## src/hdl/krlp_pkg.sv

```systemverilog
// krlp_pkg: shared types and constants of the key repeat and long press controller
// holds the item, result and configuration structs and the button bit positions
// no dependencies
package krlp_pkg;

  localparam int unsigned BTN_W     = 4;
  localparam int unsigned DELAY_W   = 8;
  localparam int unsigned HOLD_W    = 10;
  localparam int unsigned CFG_IDX_W = 2;
  localparam int unsigned CFG_DAT_W = 10;
  localparam int unsigned IN_DAT_W  = 16;
  localparam int unsigned OUT_DAT_W = 8;

  localparam int unsigned BIT_LEFT  = 0;
  localparam int unsigned BIT_RIGHT = 1;
  localparam int unsigned BIT_OK    = 2;
  localparam int unsigned BIT_BACK  = 3;

  localparam logic [DELAY_W-1:0] DELAY_RST    = 8'd20;
  localparam logic [DELAY_W-1:0] INTERVAL_RST = 8'd5;
  localparam logic [HOLD_W-1:0]  HOLD_RST     = 10'd50;
  localparam logic               FONT_RST     = 1'b0;

  typedef enum logic [CFG_IDX_W-1:0] {
    REG_DELAY    = 2'd0,
    REG_INTERVAL = 2'd1,
    REG_HOLD     = 2'd2,
    REG_FONT     = 2'd3
  } cfg_reg_t;

  typedef enum logic {
    ACT_TICK  = 1'b0,
    ACT_EVENT = 1'b1
  } act_t;

  typedef enum logic [1:0] {
    RKEY_NONE  = 2'd0,
    RKEY_LEFT  = 2'd1,
    RKEY_RIGHT = 2'd2,
    RKEY_BOTH  = 2'd3
  } rkey_t;

  typedef struct packed {
    act_t             action;
    logic [BTN_W-1:0] button_level;
    logic [BTN_W-1:0] pressed_mask;
    logic [BTN_W-1:0] changed_mask;
  } item_t;

  typedef struct packed {
    logic [DELAY_W-1:0] repeat_initial_delay;
    logic [DELAY_W-1:0] repeat_interval;
    logic [HOLD_W-1:0]  hold_limit;
  } cfg_t;

  typedef struct packed {
    logic redraw;
    logic close_request;
    logic font_small;
    logic font_toggled;
    logic follow_latest;
    logic scroll_down;
    logic scroll_up;
  } res_t;

endpackage

```

## src/hdl/krlp_in_stage.sv

```systemverilog
// krlp_in_stage: input register of the controller
// unpacks the incoming word and holds it until the step logic takes it; uses krlp_pkg
module krlp_in_stage (
  input  logic                            clk,
  input  logic                            rst_n,
  input  logic                            in_tvalid,
  output logic                            in_tready,
  input  logic [krlp_pkg::IN_DAT_W-1:0]   in_tdata,
  input  logic                            in_tuser,
  input  logic                            take,
  output logic                            item_valid,
  output krlp_pkg::item_t                 item
);
  import krlp_pkg::*;

  logic  valid_r;
  logic  valid_nxt;
  item_t item_r;

  // empty or draining this cycle
  assign in_tready  = !valid_r || take;
  assign item_valid = valid_r;
  assign item       = item_r;

  always_comb begin
    valid_nxt = valid_r;
    if (in_tready) begin
      valid_nxt = in_tvalid;
    end
  end

  always_ff @(posedge clk) begin
    if (!rst_n) begin
      valid_r <= 1'b0;
    end else begin
      valid_r <= valid_nxt;
    end
  end

  always_ff @(posedge clk) begin
    if (in_tvalid && in_tready) begin
      item_r.action       <= act_t'(in_tuser);
      item_r.button_level <= in_tdata[BTN_W-1:0];
      item_r.pressed_mask <= in_tdata[2*BTN_W-1:BTN_W];
      item_r.changed_mask <= in_tdata[3*BTN_W-1:2*BTN_W];
    end
  end

endmodule

```

## src/hdl/krlp_step.sv

```systemverilog
// krlp_step: repeat, hold and font state with the per-item update logic
// computes one result from the held item and the current state; uses krlp_pkg
module krlp_step (
  input  logic             clk,
  input  logic             rst_n,
  input  krlp_pkg::cfg_t   cfg,
  input  logic             font_ld,
  input  logic             font_ld_val,
  input  logic             step_en,
  input  krlp_pkg::item_t  item,
  output krlp_pkg::res_t   res
);
  import krlp_pkg::*;

  rkey_t              rkey_r, rkey_nxt;
  logic [DELAY_W-1:0] cdown_r, cdown_nxt;
  logic               armed_r, armed_nxt;
  logic [HOLD_W-1:0]  hcnt_r, hcnt_nxt;
  logic               hdone_r, hdone_nxt;
  logic               font_r, font_nxt;

  logic [BTN_W-1:0]   lvl;
  logic [BTN_W-1:0]   prs;
  logic [BTN_W-1:0]   chg;
  logic [HOLD_W-1:0]  hcnt_inc;

  assign lvl = item.button_level;
  assign prs = item.pressed_mask;
  assign chg = item.changed_mask;

  always_comb begin
    rkey_nxt  = rkey_r;
    cdown_nxt = cdown_r;
    armed_nxt = armed_r;
    hcnt_nxt  = hcnt_r;
    hdone_nxt = hdone_r;
    font_nxt  = font_r;
    hcnt_inc  = hcnt_r;
    res       = '0;

    unique case (item.action)
      ACT_TICK: begin
        if (rkey_r != RKEY_NONE) begin
          if ((lvl[1:0] & rkey_r) == 2'b00) begin
            rkey_nxt  = RKEY_NONE;
            cdown_nxt = '0;
          end else if (cdown_r != '0) begin
            cdown_nxt = cdown_r - 1'b1;
          end else begin
            res.scroll_up   = (rkey_r == RKEY_LEFT);
            res.scroll_down = (rkey_r == RKEY_RIGHT);
            res.redraw      = 1'b1;
            cdown_nxt       = cfg.repeat_interval;
          end
        end
        if (armed_r && lvl[BIT_OK] && !hdone_r) begin
          // count saturates at the limit
          if (hcnt_r < cfg.hold_limit) begin
            hcnt_inc = hcnt_r + 1'b1;
          end
          hcnt_nxt = hcnt_inc;
          if (hcnt_inc >= cfg.hold_limit) begin
            hdone_nxt        = 1'b1;
            font_nxt         = !font_r;
            res.font_toggled = 1'b1;
            res.redraw       = 1'b1;
          end
        end
      end
      ACT_EVENT: begin
        if (prs[BIT_BACK]) begin
          res.close_request = 1'b1;
        end else begin
          if (prs[BIT_LEFT]) begin
            res.scroll_up = 1'b1;
            res.redraw    = 1'b1;
            rkey_nxt      = RKEY_LEFT;
            cdown_nxt     = cfg.repeat_initial_delay;
          end
          if (prs[BIT_RIGHT]) begin
            res.scroll_down = 1'b1;
            res.redraw      = 1'b1;
            rkey_nxt        = RKEY_RIGHT;
            cdown_nxt       = cfg.repeat_initial_delay;
          end
          if (prs[BIT_OK]) begin
            armed_nxt = 1'b1;
            hcnt_nxt  = '0;
            hdone_nxt = 1'b0;
          end
          // short press release, may follow an arm in the same event
          if (chg[BIT_OK] && !lvl[BIT_OK] && armed_nxt) begin
            if (!hdone_nxt) begin
              res.follow_latest = 1'b1;
              res.redraw        = 1'b1;
            end
            armed_nxt = 1'b0;
            hcnt_nxt  = '0;
            hdone_nxt = 1'b0;
          end
        end
      end
      default: begin
      end
    endcase

    res.font_small = font_nxt;
  end

  always_ff @(posedge clk) begin
    if (!rst_n) begin
      rkey_r  <= RKEY_NONE;
      cdown_r <= '0;
      armed_r <= 1'b0;
      hcnt_r  <= '0;
      hdone_r <= 1'b0;
      font_r  <= FONT_RST;
    end else if (font_ld) begin
      font_r <= font_ld_val;
    end else if (step_en) begin
      rkey_r  <= rkey_nxt;
      cdown_r <= cdown_nxt;
      armed_r <= armed_nxt;
      hcnt_r  <= hcnt_nxt;
      hdone_r <= hdone_nxt;
      font_r  <= font_nxt;
    end
  end

endmodule

```

## src/hdl/key_repeat_long_press_controller.sv

```systemverilog
// key_repeat_long_press_controller: top level with config registers and result register
// instantiates krlp_in_stage and krlp_step; uses krlp_pkg
//
//   port group | dir | payload
//   in_*       | in  | tdata: button_level, pressed_mask, changed_mask; tuser: action
//   out_*      | out | tdata: scroll_up .. redraw, one bit each
//   cfg_*      | in  | register index and write data, no read-back
//
// one item per cycle unless the output stalls; the result register follows the input register
// the input register and the result register each hold one word, so input is
// taken while a finished result waits; a stalled output backs up after two words
// rst_n clears all control state and loads the register defaults
module key_repeat_long_press_controller (
  input  logic                             clk,
  input  logic                             rst_n,
  input  logic                             in_tvalid,
  output logic                             in_tready,
  input  logic [krlp_pkg::IN_DAT_W-1:0]    in_tdata,   // button_level, pressed_mask, changed_mask
  input  logic                             in_tuser,   // action
  output logic                             out_tvalid,
  input  logic                             out_tready,
  output logic [krlp_pkg::OUT_DAT_W-1:0]   out_tdata,  // scroll_up, scroll_down, follow_latest,
                                                       // font_toggled, font_small, close_request,
                                                       // redraw
  input  logic                             cfg_wr_en,
  input  logic [krlp_pkg::CFG_IDX_W-1:0]   cfg_index,
  input  logic [krlp_pkg::CFG_DAT_W-1:0]   cfg_wdata
);
  import krlp_pkg::*;

  cfg_t  cfg_r;
  logic  font_ld;
  logic  item_valid;
  item_t item;
  logic  take;
  res_t  res;
  logic  out_valid_r, out_valid_nxt;
  res_t  out_res_r;

  assign take    = item_valid && (!out_valid_r || out_tready);
  assign font_ld = cfg_wr_en && (cfg_reg_t'(cfg_index) == REG_FONT);

  always_ff @(posedge clk) begin
    if (!rst_n) begin
      cfg_r.repeat_initial_delay <= DELAY_RST;
      cfg_r.repeat_interval      <= INTERVAL_RST;
      cfg_r.hold_limit           <= HOLD_RST;
    end else if (cfg_wr_en) begin
      unique case (cfg_reg_t'(cfg_index))
        REG_DELAY:    cfg_r.repeat_initial_delay <= cfg_wdata[DELAY_W-1:0];
        REG_INTERVAL: cfg_r.repeat_interval      <= cfg_wdata[DELAY_W-1:0];
        REG_HOLD:     cfg_r.hold_limit           <= cfg_wdata[HOLD_W-1:0];
        REG_FONT: begin
        end
        default: begin
        end
      endcase
    end
  end

  krlp_in_stage u_in (
    .clk        (clk),
    .rst_n      (rst_n),
    .in_tvalid  (in_tvalid),
    .in_tready  (in_tready),
    .in_tdata   (in_tdata),
    .in_tuser   (in_tuser),
    .take       (take),
    .item_valid (item_valid),
    .item       (item)
  );

  krlp_step u_step (
    .clk         (clk),
    .rst_n       (rst_n),
    .cfg         (cfg_r),
    .font_ld     (font_ld),
    .font_ld_val (cfg_wdata[0]),
    .step_en     (take),
    .item        (item),
    .res         (res)
  );

  always_comb begin
    out_valid_nxt = out_valid_r;
    if (take) begin
      out_valid_nxt = 1'b1;
    end else if (out_tready) begin
      out_valid_nxt = 1'b0;
    end
  end

  always_ff @(posedge clk) begin
    if (!rst_n) begin
      out_valid_r <= 1'b0;
    end else begin
      out_valid_r <= out_valid_nxt;
    end
  end

  always_ff @(posedge clk) begin
    if (take) begin
      out_res_r <= res;
    end
  end

  assign out_tvalid = out_valid_r;
  assign out_tdata  = {1'b0, out_res_r};

endmodule

```

## config.mk

```make
export PLATFORM = sky130hd
export DESIGN_NAME = key_repeat_long_press_controller
export DESIGN_NICKNAME = d
export VERILOG_FILES = /design/src/hdl/krlp_pkg.sv /design/src/hdl/krlp_in_stage.sv /design/src/hdl/krlp_step.sv /design/src/hdl/key_repeat_long_press_controller.sv
export SDC_FILE = /design/constraint.sdc
export NUM_CORES = 1
export LEC_CHECK = 0
export BUFFER_PORTS_ARGS = -buffer_cell sky130_fd_sc_hd__buf_2
export CORE_UTILIZATION = 55
export CTS_BUF_LIST = sky130_fd_sc_hd__clkbuf_16
export DETAILED_ROUTE_END_ITERATION = 6
export HOLD_SLACK_MARGIN = 0.03
export PLACE_DENSITY = 0.79
export SLEW_MARGIN = 15
export SYNTH_ARGS = -nofsm -noshare
export SYNTH_HDL_FRONTEND = slang
export SYNTH_SLANG_ARGS = --single-unit
```

## constraint.sdc

```tcl
create_clock -name clk -period 9.2 [get_ports clk]
set_input_delay 0.46 -clock clk [delete_from_list [all_inputs] [get_ports clk]]
set_output_delay 0.46 -clock clk [all_outputs]
set_load 0.05 [all_outputs]
```

Word level (Yosys, flattened, before mapping)
Index checks and enable logic that the tools add are counted.

Add/sub/neg operators: 2. Multipliers: 0. Div/mod/pow operators: 0. Order comparisons: 2. Equality and inequality tests: 12. Shift-type cells: 0. Muxes and demuxes: 60. Bitwise operators: 6. Reductions and logical operators: 30.

Operator list (number): 10-bit 2-to-1 mux (7); 8-bit 2-to-1 mux (6); 1-bit 2-to-1 mux (32); 10-bit one-hot mux with 2 select lines (1); 2-bit 2-to-1 mux (9); 8-bit one-hot mux with 2 select lines (1); 5-bit AND reduction (3); 10-bit by 1-bit adder with 10-bit output (second input constant) (1); 10-bit >= comparator (1); 10-bit less-than comparator (1); 2-bit by 1-bit != test with 1-bit output (second input constant) (4); 2-bit one-hot mux with 2 select lines (2); 8-bit nonzero test (1); 8-bit by 1-bit subtractor with 8-bit output (second input constant) (1); 1-bit logical AND (7); 2-bit == test (second input constant) (3); 2-bit AND reduction (3); 6-bit AND reduction (1); 2-bit nonzero test (3); 1-bit logical NOT (5); 1-bit NOT (5); 2-bit by 1-bit == test with 1-bit output (second input constant) (2); 2-bit logical NOT (2); 1-bit one-hot mux with 2 select lines (2); other kinds (8) (9).

Bits in registers: 69. Bits in latches: 0. RAM bits: 0. Bits in read-only memories: 0. Bits of input ports: 34. Output and inout port bits: 10. Word-level logic and storage cells: 134. Memories: 0.

Logic depth before layout (Yosys ltp)
Gate-level depths: netlist of run 1.

Depth after elaboration: 10. Gate-level depth with buffers: 16.

Hierarchy
Synthesis of run 1 repeated with hierarchy kept, for this count alone.

Cell total of the unflattened synthesis: 399. Area, all modules: 3767.4 sq um.

Modules (own cells, without submodules): krlp_step (times used 1, cells an instance 263, area each 2020.7 sq um, sequential area each 460.4 sq um); key_repeat_long_press_controller (times used 1, cells an instance 118, area each 1298.7 sq um, sequential area each 750.7 sq um); krlp_in_stage (times used 1, cells an instance 18, area each 447.9 sq um, sequential area each 410.4 sq um).

Least setup slack after synthesis of run 1
No wires, ideal clock.

Kind: reg2reg. Start: register u_step.hcnt_r[4]. End: register out_res_r, in the netlist out_tdata[6] (data pin). Library setup time: 272 ps. Data arrival time: 3258 ps. Data required time: 8928 ps. Slack: 5670 ps. Stages on the path, launching flop included: 16. Path buffers: 1. Period minus slack after synthesis: 3530 ps. Path through: dfxtp_1 ha_1 a21oi_1 nand2_1 a31oi_2 and2_1 buf_2 nand4_1 xnor2_1 ha_1 a21o_1 a21oi_1 o21ai_1 a211oi_1 nor3_1 or4_1.

RTL lines: start: declaration (line krlp_step.sv:18) `logic [HOLD_W-1:0] hcnt_r, hcnt_nxt;`; start signal: assignment (line krlp_step.sv:124) `hcnt_r <= hcnt_nxt;`; end signal: assignment (line key_repeat_long_press_controller.sv:103) `out_res_r <= res;`; end: declaration (line key_repeat_long_press_controller.sv:38) `res_t out_res_r;`.

==> flow_summary_export.csv, run 1 <==
group,metric,value,unit
setup_path,cp_num_buf_inv,0,
cts,cts_tree,"yes",
setup_path,setup.worst_path.class,"reg -> reg",
layout,syn_to_final_growth,13.8,%
layout,fillCellCount,528,
setup_path,rrSetupSlack,5220,ps
synth,synth_top_family_by_area,"simple AND/OR/NAND/NOR gates",
synth,synth_compound_area_frac,0.155,
outcome,run_status,"finished clean",
setup_path,crit_chain,"ha_1 > a21oi_1 > nand2_1 > a31oi_2 > and2_1 > nand4_1 > xnor2_1 > ha_1 > a21o_1 > a21oi_1 > o21ai_1 > a211oi_1 > nor3_1 > or4_1",
min_path,hp-class,"in -> reg",
timing,worst_slew_pin_slew,847,ps
min_path,whs_endpoint,"u_in.item[4]$_DFFE_PP_",
setup_path,critPathRequiredTime,9260,ps
synth,netlist_area,3580,µm²
timing,max_slew_margin,0.433,
power_and_ir_drop,swShare,0.247,
global_route,grt_pass1_wl,13400,µm
synth,synthXorXnorAreaFrac,0.0367,
global_route,met1_usage,0.321,
cts,clk_pin_slew,60,ps
timing,fin_worst_skew,5.33,ps
route,drcViolationCount,0,
global_route,grt_antenna_before_repair,0,
global_route,grt_pass1_vias,2855,
power_and_ir_drop,p_sw,0.000175,W
timing,setup_violations,0,
floorplan,coreArea,6310,µm²
cts,postCtsResizedCells,0,
place,port_buffers,34,
synth,synthAdderAreaFrac,0.0769,
global_route,grt_overflow,0,
floorplan,die_h,82.7,µm
setup_path,crit_family,"compound AO/OA/AOI/OAI gates",
floorplan,num_io_pins,44,
route,wl_per_cell,15.8,µm
setup_path,end_kind,"register",
power_and_ir_drop,vdd_ir_drop_max,199,µV
setup_path,arrival,4040,ps
power_and_ir_drop,p_leak,1.70,nW
global_route,grt_max_degree,30,
global_route,grtUsageMet3,0.0791,
setup_path,timing.rr.end,"out_tdata[6]$_DFFE_PP_",
synth,ys_async_sr_fraction,0,
setup_path,cp_slowest_cell,"or4_1",
route,wl,8070,µm
cts,cts_buffer_depth,2,
synth,netlist_instances,400,
timing,final_hold_viol_count,0,
layout,utilization,0.645,
timing,holdWs,305,ps
synth,synthSimpleGateAreaFrac,0.226,
synth,synth_ff_type,"dfxtp_1",
timing,period_minus_slack,3980,ps
job,maxCapViolations,0,
timing,finalMaxSlewViolations,0,
synth,synth-seq-area-share,0.420,
synth,yosys_register_bits,67,
timing,fin_crit_sh,0.433,
synth,yosysTopAreaCellShare,0.285,
route,via_per_inst,5.90,
cts,cts-root-buf,"clkbuf_16",
power_and_ir_drop,power.density,174,nW/µm²
synth,synth_nets,456,
place,gp_congestion,0.865,
floorplan,num_rows,29,
setup_path,critPathMaxStageDelay,520,ps
cts,clock_sinks,67,
cts,htree_levels,3,
route,first_pass_iters,4,
layout,drive_above_1_share,0.143,
timing,final.setup.tns,0,ps
cts,cts_setup_buffers,0,
floorplan,start_util,0.567,
synth,yosys.cell_types.count,61,
min_path,hold_start,"in_tdata[4]",
synth,yosysTopAreaCell,"dfxtp_1",
power_and_ir_drop,p_int,0.000533,W
floorplan,die-area,6830,µm²
synth,yosys-top-cells-area,"dfxtp_1, edfxtp_1, ha_1, nand2_1, a21oi_1",
synth,synth_mux_area_frac,0.0448,
power_and_ir_drop,clockPowerShare,0.455,
cts,cts_made_buffers,9,
setup_path,worstPathMaxFanout,7,
timing,rsz0062_at_grt,"no",
timing,fmax,251,MHz
power_and_ir_drop,power.share.sequential,0.451,
power_and_ir_drop,comb_power_share,0.094,
setup_path,r2r_cells,14,
route,dr_total_vias,3017,
floorplan,die_w,82.7,µm
cts,cts_hold_buf,0,
cts,worstSkewPairLatency,330,ps
setup_path,reg2reg_from,"u_step.hcnt_r[4]$_SDFFE_PN0P_",
synth,avgSynthCellArea,8.95,µm²
setup_path,start_kind,"register",
min_path,whs_path_depth,1,
synth,synth_warnings,0,
route,ant_nets,0,
layout,final_nets,485,
global_route,top_usage_layer,"met2",
global_route,grt.total_usage,0.266,
global_route,use_met2,0.449,
route,dr.first_iter.drc_count,183,
place,dpl.hpwl,5700,µm
synth,synth_edf_count,16,
layout,n_antenna_cell,0,
## flip-flops by register name (all words and copies together), names as in the netlist, 2 cells and up
register,flops
u_in.item,9
cfg_r,26
u_step.hcnt_r,10
u_step.cdown_r,8
out_tdata,7
u_step.rkey_r,2
## power by group through the flow
| stage | combinational, W | clock [W] | sequential (W) |
|---|---|---|---|
| CTS | 0.0000664 | 0.000328 | 0.000320 |
| global route | 0.0000728 | 0.000342 | 0.000321 |
| floorplan | 0.0000436 | 0 | 0.000328 |
| detailed placement | 0.0000657 | 0 | 0.000326 |
| global placement | 0.0000638 | 0 | 0.000325 |
| finish | 0.0000666 | 0.000322 | 0.000320 |
## worst register-to-register path, cell delays in order, from the launching register on
cell	delay, ps
dfxtp_1	450
ha_1	310
a21oi_1	160
nand2_1	90
a31oi_2	400
and2_1	300
nand4_1	170
xnor2_1	170
ha_1	300
a21o_1	180
a21oi_1	120
o21ai_1	110
a211oi_1	290
nor3_1	140
or4_1	520
## stage by stage
stage | power (W) | setup slack [ps] | cells | cell area [µm²]
floorplan | 0.000372 | 5670 | 400 | 3580
global placement | 0.000389 | 5340 | 495 | 3780
detailed placement | 0.000391 | 5230 | 495 | 3780
CTS | 0.000714 | 5230 | 511 | 4070
global route | 0.000736 | 4930 | 511 | 4070
finish | 0.000709 | 5220 | 511 | 4070
## how the worst max path moves through the flow
stage | from | end | depth (start not counted)
CTS | u_step.hcnt_r[4]$_SDFFE_PN0P_ | out_tdata[6]$_DFFE_PP_ | 14
detailed placement | cfg_r[9]$_SDFFE_PN0P_ | out_tdata[6]$_DFFE_PP_ | 15
floorplan | u_step.hcnt_r[4]$_SDFFE_PN0P_ | out_tdata[6]$_DFFE_PP_ | 15
global placement | u_step.hcnt_r[4]$_SDFFE_PN0P_ | out_tdata[6]$_DFFE_PP_ | 14
global route | u_step.hcnt_r[4]$_SDFFE_PN0P_ | out_tdata[6]$_DFFE_PP_ | 14
finish | u_step.hcnt_r[4]$_SDFFE_PN0P_ | out_tdata[6]$_DFFE_PP_ | 14
## logic make-up after synthesis
| group | after synthesis |
|---|---|
| AO/OA/AOI/OAI | 87 |
| adder cells (fa/ha/maj) | 22 |
| AND/OR/NAND/NOR | 156 |
| flip-flops | 67 |
| multiplexers | 16 |
| buffers and inverters | 36 |
| XOR/XNOR | 15 |
| other | 1 |
## layer usage
layer  wire, µm  vias to the layer above
met5          0                        -
met4        151                        0
met1       3540                     1430
li1           -                     1494
met2       3950                       77
met3        435                       16
## final cells by class
type | count | area (µm²) | area share
tap | 77 | 96.3 | 0.0237
timing repair buffer | 36 | 185 | 0.0455
clock inverter | 6 | 37.5 | 0.00922
sequential | 67 | 1500 | 0.369
inverter | 18 | 67.6 | 0.0166
clock buffer | 10 | 250 | 0.0614
multi-input combinational | 297 | 1930 | 0.475
## cells in the final DEF, fill, tap and decap left out, types with 2 or more instances in the layout
cell type / synthesis / layout
o21ai_0: 12 / 12
ha_1: 22 / 22
a41oi_1: 2 / 2
a31oi_1: 3 / 3
and4_1: 2 / 2
or4_1: 6 / 6
xnor2_1: 8 / 8
nand3_2: 2 / 2
mux2i_1: 16 / 16
nand3b_1: 3 / 3
dfxtp_1: 51 / 51
nand4_1: 5 / 5
nor2_1: 41 / 41
and3_1: 3 / 3
o211ai_1: 7 / 7
o21ai_1: 4 / 4
xor2_1: 7 / 7
clkinv_2: 0 / 2
nand2_1: 53 / 53
and2_1: 5 / 5
a32o_1: 2 / 2
nand2b_1: 5 / 5
buf_4: 1 / 2
nand3_1: 14 / 14
inv_1: 17 / 18
a21oi_1: 34 / 34
a211oi_1: 7 / 7
buf_2: 3 / 34
nor2b_1: 2 / 2
edfxtp_1: 16 / 16
clkbuf_16: 0 / 10
nor3_1: 4 / 4
## synthesized netlist by cell type (2+ instances only)
library cell   n
nand2_1       53
dfxtp_1       51
nor2_1        41
a21oi_1       34
ha_1          22
inv_1         17
edfxtp_1      16
mux2i_1       16
nand3_1       14
o21ai_0       12
clkbuf_1      11
xnor2_1        8
a211oi_1       7
o211ai_1       7
xor2_1         7
or4_1          6
and2_1         5
nand2b_1       5
nand4_1        5
nor3_1         4
o21ai_1        4
a31oi_1        3
and3_1         3
buf_1          3
buf_2          3
nand3b_1       3
a32o_1         2
a41oi_1        2
and4_1         2
nand3_2        2
nor2b_1        2
Power figures use the tool's default switching activity.
==> inputs of run 2 (changes only) <==
--- a/config.mk
+++ b/config.mk
@@ -6,11 +6,11 @@
 export NUM_CORES = 1
 export LEC_CHECK = 0
 export BUFFER_PORTS_ARGS = -buffer_cell sky130_fd_sc_hd__buf_2
-export CORE_UTILIZATION = 55
+export CORE_UTILIZATION = 52
 export CTS_BUF_LIST = sky130_fd_sc_hd__clkbuf_16
 export DETAILED_ROUTE_END_ITERATION = 6
 export HOLD_SLACK_MARGIN = 0.03
-export PLACE_DENSITY = 0.79
+export PLACE_DENSITY = 0.78
 export SLEW_MARGIN = 15
 export SYNTH_ARGS = -nofsm -noshare
 export SYNTH_HDL_FRONTEND = slang
==> constraint.sdc (replaced) <==
create_clock -name clk -period 3.4 [get_ports clk]
set_input_delay 0.17 -clock clk [delete_from_list [all_inputs] [get_ports clk]]
set_output_delay 0.17 -clock clk [all_outputs]
set_load 0.05 [all_outputs]
==> flow_summary_export.csv, run 2 (same netlist as run 1, synthesis figures left out) <==
group,metric,value,unit
outcome,run_status,"complete, but fails checks",
outcome,violations,"design-rule violations",
place,port_buffers,34,
cts,clk_pin_slew,60,ps
global_route,grt_pass1_wl,14300,µm
layout,utilization,0.688,
layout,mostFrequentLayoutCells,"nand2_1, dfxtp_1, nor2_1",
timing,worst_slew_pin_slew,810,ps
cts,cts-root-buf,"clkbuf_16",
layout,final_nets,514,
layout,n_antenna_cell,0,
cts,cts_made_buffers,9,
min_path,hp-class,"in -> reg",
route,drcViolationCount,1,
setup_path,crit_chain,"inv_1 > ha_1 > nand2_2 > o21ai_2 > a31oi_4 > and2_4 > nand4_1 > xnor2_1 > ha_1 > a21o_1 > a21oi_2 > o21ai_2 > a211oi_2 > nor3_2 > or4_1",
route,wl_per_cell,16.7,µm
power_and_ir_drop,vdd_ir_drop_max,438,µV
setup_path,crit_family,"compound AO/OA/AOI/OAI gates",
min_path,whs_endpoint,"u_in.item_valid$_SDFFE_PN0N_",
setup_path,timing.rr.end,"out_tdata[6]$_DFFE_PP_",
cts,cts_buffer_depth,2,
layout,drive_above_1_share,0.244,
setup_path,critPathMaxStageDelay,410,ps
min_path,whs_path_depth,3,
cts,htree_levels,3,
timing,max_slew_margin,0.458,
job,maxCapViolations,0,
route,ant_nets,0,
route,dr.first_iter.drc_count,196,
setup_path,start_kind,"register",
layout,top_register,"cfg_r",
timing,setup_violations,0,
setup_path,reg2reg_from,"cfg_r[8]$_SDFFE_PN0P_",
floorplan,die-area,7220,µm²
setup_path,arrival,3310,ps
timing,final_hold_viol_count,0,
setup_path,setup.worst_path.class,"reg -> reg",
timing,fin_crit_sh,0.954,
place,place_area,3920,µm²
global_route,grt.total_usage,0.254,
layout,fillCellCount,476,
route,via_per_inst,5.86,
setup_path,end_kind,"register",
power_and_ir_drop,p_leak,1.86,nW
global_route,grt_antenna_before_repair,0,
power_and_ir_drop,power.density,438,nW/µm²
route,dr_total_vias,3164,
floorplan,die_w,85.0,µm
floorplan,die_h,85.0,µm
timing,fin_worst_skew,5.49,ps
cts,worstSkewPairLatency,330,ps
setup_path,worstPathMaxFanout,2,
setup_path,cp_slowest_cell,"or4_1",
power_and_ir_drop,total_power,0.00196,W
route,first_pass_iters,6,
min_path,hold_start,"in_tvalid",
setup_path,critPathRequiredTime,3470,ps
timing,finalMaxSlewViolations,0,
floorplan,coreArea,6490,µm²
floorplan,num_rows,29,
layout,syn_to_final_growth,24.8,%
global_route,grt_max_degree,29,
layout,postLayoutCellArea,4470,µm²
place,gp_congestion,0.890,
timing,period_minus_slack,3240,ps
global_route,grt_overflow,0,
place,dpl.hpwl,5930,µm
setup_path,rrSetupSlack,160,ps
global_route,grt_pass1_vias,3039,
layout,final_common_cell,"nand2_1",
setup_path,cp_num_buf_inv,1,
timing,fmax,308,MHz
layout,largest_reg_flops,26,
cts,cts_tree,"yes",
cts,clock_sinks,67,
floorplan,start_util,0.551,
floorplan,num_io_pins,44,
route,wl,9020,µm
setup_path,r2r_cells,15,
-- run 2: through the flow --
stage / hold slack (ps) / setup WS (ps) / setup TNS, ps / instances
6_report: 70.9 / 158 / 0 / 540
5_1_grt: 80.7 / -1.61 / -1.61 / 540
4_1_cts: 65.0 / 1.08 / 0 / 538
3_5_place_dp: 349 / -94.9 / -94.9 / 512
3_3_place_gp: 348 / 15.8 / 0 / 512
2_1_floorplan: 269 / 23.6 / 0 / 400
-- run 2: worst max path at each step --
| stage | from | endpoint | slack [ps] | cells past startpoint |
|---|---|---|---|---|
| floorplan | cfg_r[9]$_SDFFE_PN0P_ | out_tdata[6]$_DFFE_PP_ | 20 | 16 |
| global placement | cfg_r[9]$_SDFFE_PN0P_ | out_tdata[6]$_DFFE_PP_ | 20 | 15 |
| detailed placement | cfg_r[9]$_SDFFE_PN0P_ | out_tdata[6]$_DFFE_PP_ | -90 | 15 |
| CTS | cfg_r[7]$_SDFFE_PN0P_ | out_tdata[6]$_DFFE_PP_ | 1 | 15 |
| global route | cfg_r[8]$_SDFFE_PN0P_ | out_tdata[6]$_DFFE_PP_ | -2 | 15 |
| finish | cfg_r[8]$_SDFFE_PN0P_ | out_tdata[6]$_DFFE_PP_ | 160 | 15 |
-- run 2: timing repair --
| action | in CTS | in global routing |
|---|---|---|
| gates resized for setup | 10 | 22 |
| pin swaps | 4 | 10 |
| setup buffers | 1 | 2 |
| gates cloned | 0 | 0 |
| endpoints found under the hold margin | 9 | 0 |
| hold buffers | 9 | 0 |
| endpoints found under the setup margin | 1 | 2 |
-- run 2: layout make-up --
type	instances	area, µm²	area share
Timing Repair Buffer	65	425	0.0952
Sequential cell	67	1510	0.337
Inverter	18	67.6	0.0151
Multi-Input combinational cell	297	2080	0.466
Clock inverter	6	40.0	0.00896
Clock buffer	10	250	0.0560
Tap cell	77	96.3	0.0216
-- run 2: worst reg2reg max path: cells and delay by family, from the launching register on --
family	cells	cell delay, ps
compound gates	6	910
simple gates	5	860
fa+ha+maj	2	570
flops	1	330
xor+xnor	1	200
buf+inv	1	70
-- run 2: where the power goes --
group / internal, W / switching (W) / total [W]
combinational: 0.0000754 / 0.000128 / 0.000204
clock: 0.000537 / 0.000352 / 0.000889
sequential: 0.000844 / 0.0000195 / 0.000864
-- run 2: routing by layer --
metal,vias up,GRT usage,routed length [µm]
met5,-,0,0
met1,1530,0.315,3960
met3,16,0.0623,377
met4,0,0.0986,159
li1,1548,-,-
met2,70,0.426,4520
==> inputs of run 3 (changes only) <==
--- a/config.mk
+++ b/config.mk
@@ -6,11 +6,12 @@
 export NUM_CORES = 1
 export LEC_CHECK = 0
 export BUFFER_PORTS_ARGS = -buffer_cell sky130_fd_sc_hd__buf_2
-export CORE_UTILIZATION = 52
+export CORE_UTILIZATION = 35
 export CTS_BUF_LIST = sky130_fd_sc_hd__clkbuf_16
 export DETAILED_ROUTE_END_ITERATION = 6
+export GPL_TIMING_DRIVEN = 0
 export HOLD_SLACK_MARGIN = 0.03
-export PLACE_DENSITY = 0.78
+export PLACE_DENSITY = 0.58
 export SLEW_MARGIN = 15
 export SYNTH_ARGS = -nofsm -noshare
 export SYNTH_HDL_FRONTEND = slang
==> flow_summary_export.csv, run 3 (same netlist as run 1, synthesis figures left out) <==
group,metric,value,unit
outcome,run_status,"finished clean",
global_route,met1_usage,0.222,
setup_path,worstPathMaxFanout,8,
timing,final.setup.tns,0,ps
setup_path,arrival,3310,ps
layout,syn_to_final_growth,28.7,%
layout,fillCellCount,982,
setup_path,end_kind,"register",
layout,final_common_cell,"nand2_1",
timing,period_minus_slack,3240,ps
timing,setup_violations,0,
power_and_ir_drop,vdd_ir_drop_max,211,µV
cts,cts_tree,"yes",
cts,clock_sinks,67,
power_and_ir_drop,power.density,423,nW/µm²
route,via_per_inst,5.12,
layout,top_register,"cfg_r",
route,wl,8930,µm
setup_path,setup.worst_path.class,"reg -> reg",
power_and_ir_drop,p_leak,1.82,nW
place,port_buffers,34,
global_route,grt_pass1_wl,14400,µm
route,ant_nets,0,
place,dpl.hpwl,6400,µm
min_path,whs_endpoint,"u_in.item_valid$_SDFFE_PN0N_",
setup_path,critPathRequiredTime,3470,ps
timing,max_slew_margin,0.558,
layout,utilization,0.469,
setup_path,r2r_cells,13,
global_route,grt_max_degree,15,
global_route,use_met2,0.307,
floorplan,die-area,10600,µm²
timing,worst_slew_pin_slew,661,ps
layout,final_nets,522,
timing,fin_worst_skew,10.3,ps
power_and_ir_drop,total_power,0.00195,W
min_path,hold_start,"in_tvalid",
cts,htree_levels,3,
layout,largest_reg_flops,26,
floorplan,num_io_pins,44,
route,first_pass_iters,4,
timing,rsz0062_at_grt,"no",
floorplan,num_rows,36,
route,dr_total_vias,3091,
layout,instances_no_fill,604,
setup_path,start_kind,"register",
route,drcViolationCount,0,
global_route,grt_overflow,0,
cts,worstSkewPairLatency,340,ps
cts,cts_made_buffers,9,
floorplan,die_w,103,µm
setup_path,rrSetupSlack,160,ps
timing,final_hold_viol_count,0,
timing,fmax,308,MHz
global_route,top_usage_layer,"met2",
setup_path,timing.rr.end,"out_tdata[6]$_DFFE_PP_",
cts,clk_pin_slew,60,ps
place,gp_congestion,0.896,
setup_path,reg2reg_from,"u_step.hcnt_r[3]$_SDFFE_PN0P_",
place,numPlacedInstances,567,
cts,cts-root-buf,"clkbuf_16",
route,dr.first_iter.drc_count,120,
timing,finalMaxSlewViolations,0,
route,wl_per_cell,14.8,µm
floorplan,start_util,0.364,
global_route,grt_antenna_before_repair,0,
timing,fin_crit_sh,0.954,
global_route,grt.total_usage,0.180,
min_path,hp-class,"in -> reg",
cts,cts_buffer_depth,2,
min_path,whs_path_depth,3,
layout,mostFrequentLayoutCells,"nand2_1, dfxtp_1, nor2_1",
floorplan,coreArea,9820,µm²
layout,drive_above_1_share,0.253,
layout,n_antenna_cell,0,
global_route,grt_pass1_vias,2961,
floorplan,die_h,103,µm
job,maxCapViolations,0,
global_route,grtUsageMet3,0.0380,
## run 3: changes by cell type in the layout (fill, tap and decap cells not counted), sizes merged
| cell | change |
|---|---|
| buf | -3 |
| clkbuf | +10 |
| clkinv | -2 |
| clkinvlp | +3 |
## run 3: where the power goes
group	internal, W	switching (W)	total (W)
clock network	0.000505	0.000375	0.000880
logic	0.0000788	0.000128	0.000207
registers	0.000842	0.0000182	0.000860
total	0.00143	0.000521	0.00195
## run 3: area by class of cell
cell class                      count  area [µm²]  area share
Multi-Input combinational cell    297        2120       0.459
Clock inverter                      7        62.6      0.0136
Inverter                           18        70.1      0.0152
Tap cell                          133         166      0.0361
Sequential cell                    67        1530       0.331
Buffer                             17        70.1      0.0152
Clock buffer                        9         225      0.0489
Timing Repair Buffer               56         370      0.0804
## run 3: how the worst max path moves through the flow
stage	slack [ps]	endpoint	startpoint	cells past startpoint
2_1_floorplan	20	out_tdata[6]$_DFFE_PP_	cfg_r[9]$_SDFFE_PN0P_	16
3_3_place_gp	-340	out_tdata[6]$_DFFE_PP_	cfg_r[9]$_SDFFE_PN0P_	16
3_5_place_dp	-360	out_tdata[6]$_DFFE_PP_	cfg_r[9]$_SDFFE_PN0P_	16
4_1_cts	10	out_tdata[6]$_DFFE_PP_	cfg_r[1]$_SDFFE_PN1P_	15
5_1_grt	10	out_tdata[6]$_DFFE_PP_	u_step.hcnt_r[3]$_SDFFE_PN0P_	13
6_report	160	out_tdata[6]$_DFFE_PP_	u_step.hcnt_r[3]$_SDFFE_PN0P_	13
## run 3: routing by layer
layer  wire [µm]  vias up
met2        4360       45
met1        4140     1465
met5           0        -
met3         275       14
met4         149        0
li1            -     1567
## run 3: stage by stage
stage	hold WS (ps)	area [µm²]	setup slack [ps]
finish	67.9	4610	157
global route	75.0	4610	10.1
CTS	63.3	4500	12.7
detailed placement	348	3930	-362
global placement	347	3930	-336
floorplan	269	3590	23.6
## run 3: worst max-delay path, stage by stage, from the launching register on
cell and delay [ps]:
dfxtp_2 430, ha_4 240, a41o_2 290, nand3_4 80, buf_4 150, nand4_4 170
nor2_2 170, xor2_1 170, ha_1 280, a21oi_1 170, o21ai_1 140, a211oi_2 240
nor3_2 70, or4_1 390
## run 3: timing repair
item                                   CTS  global route
endpoints found under the hold margin    9             0
hold buffers                             9             0
setup endpoints to repair                2             1
gates resized for setup                 34            17
pin swaps                               12            20
setup buffers                            8             5
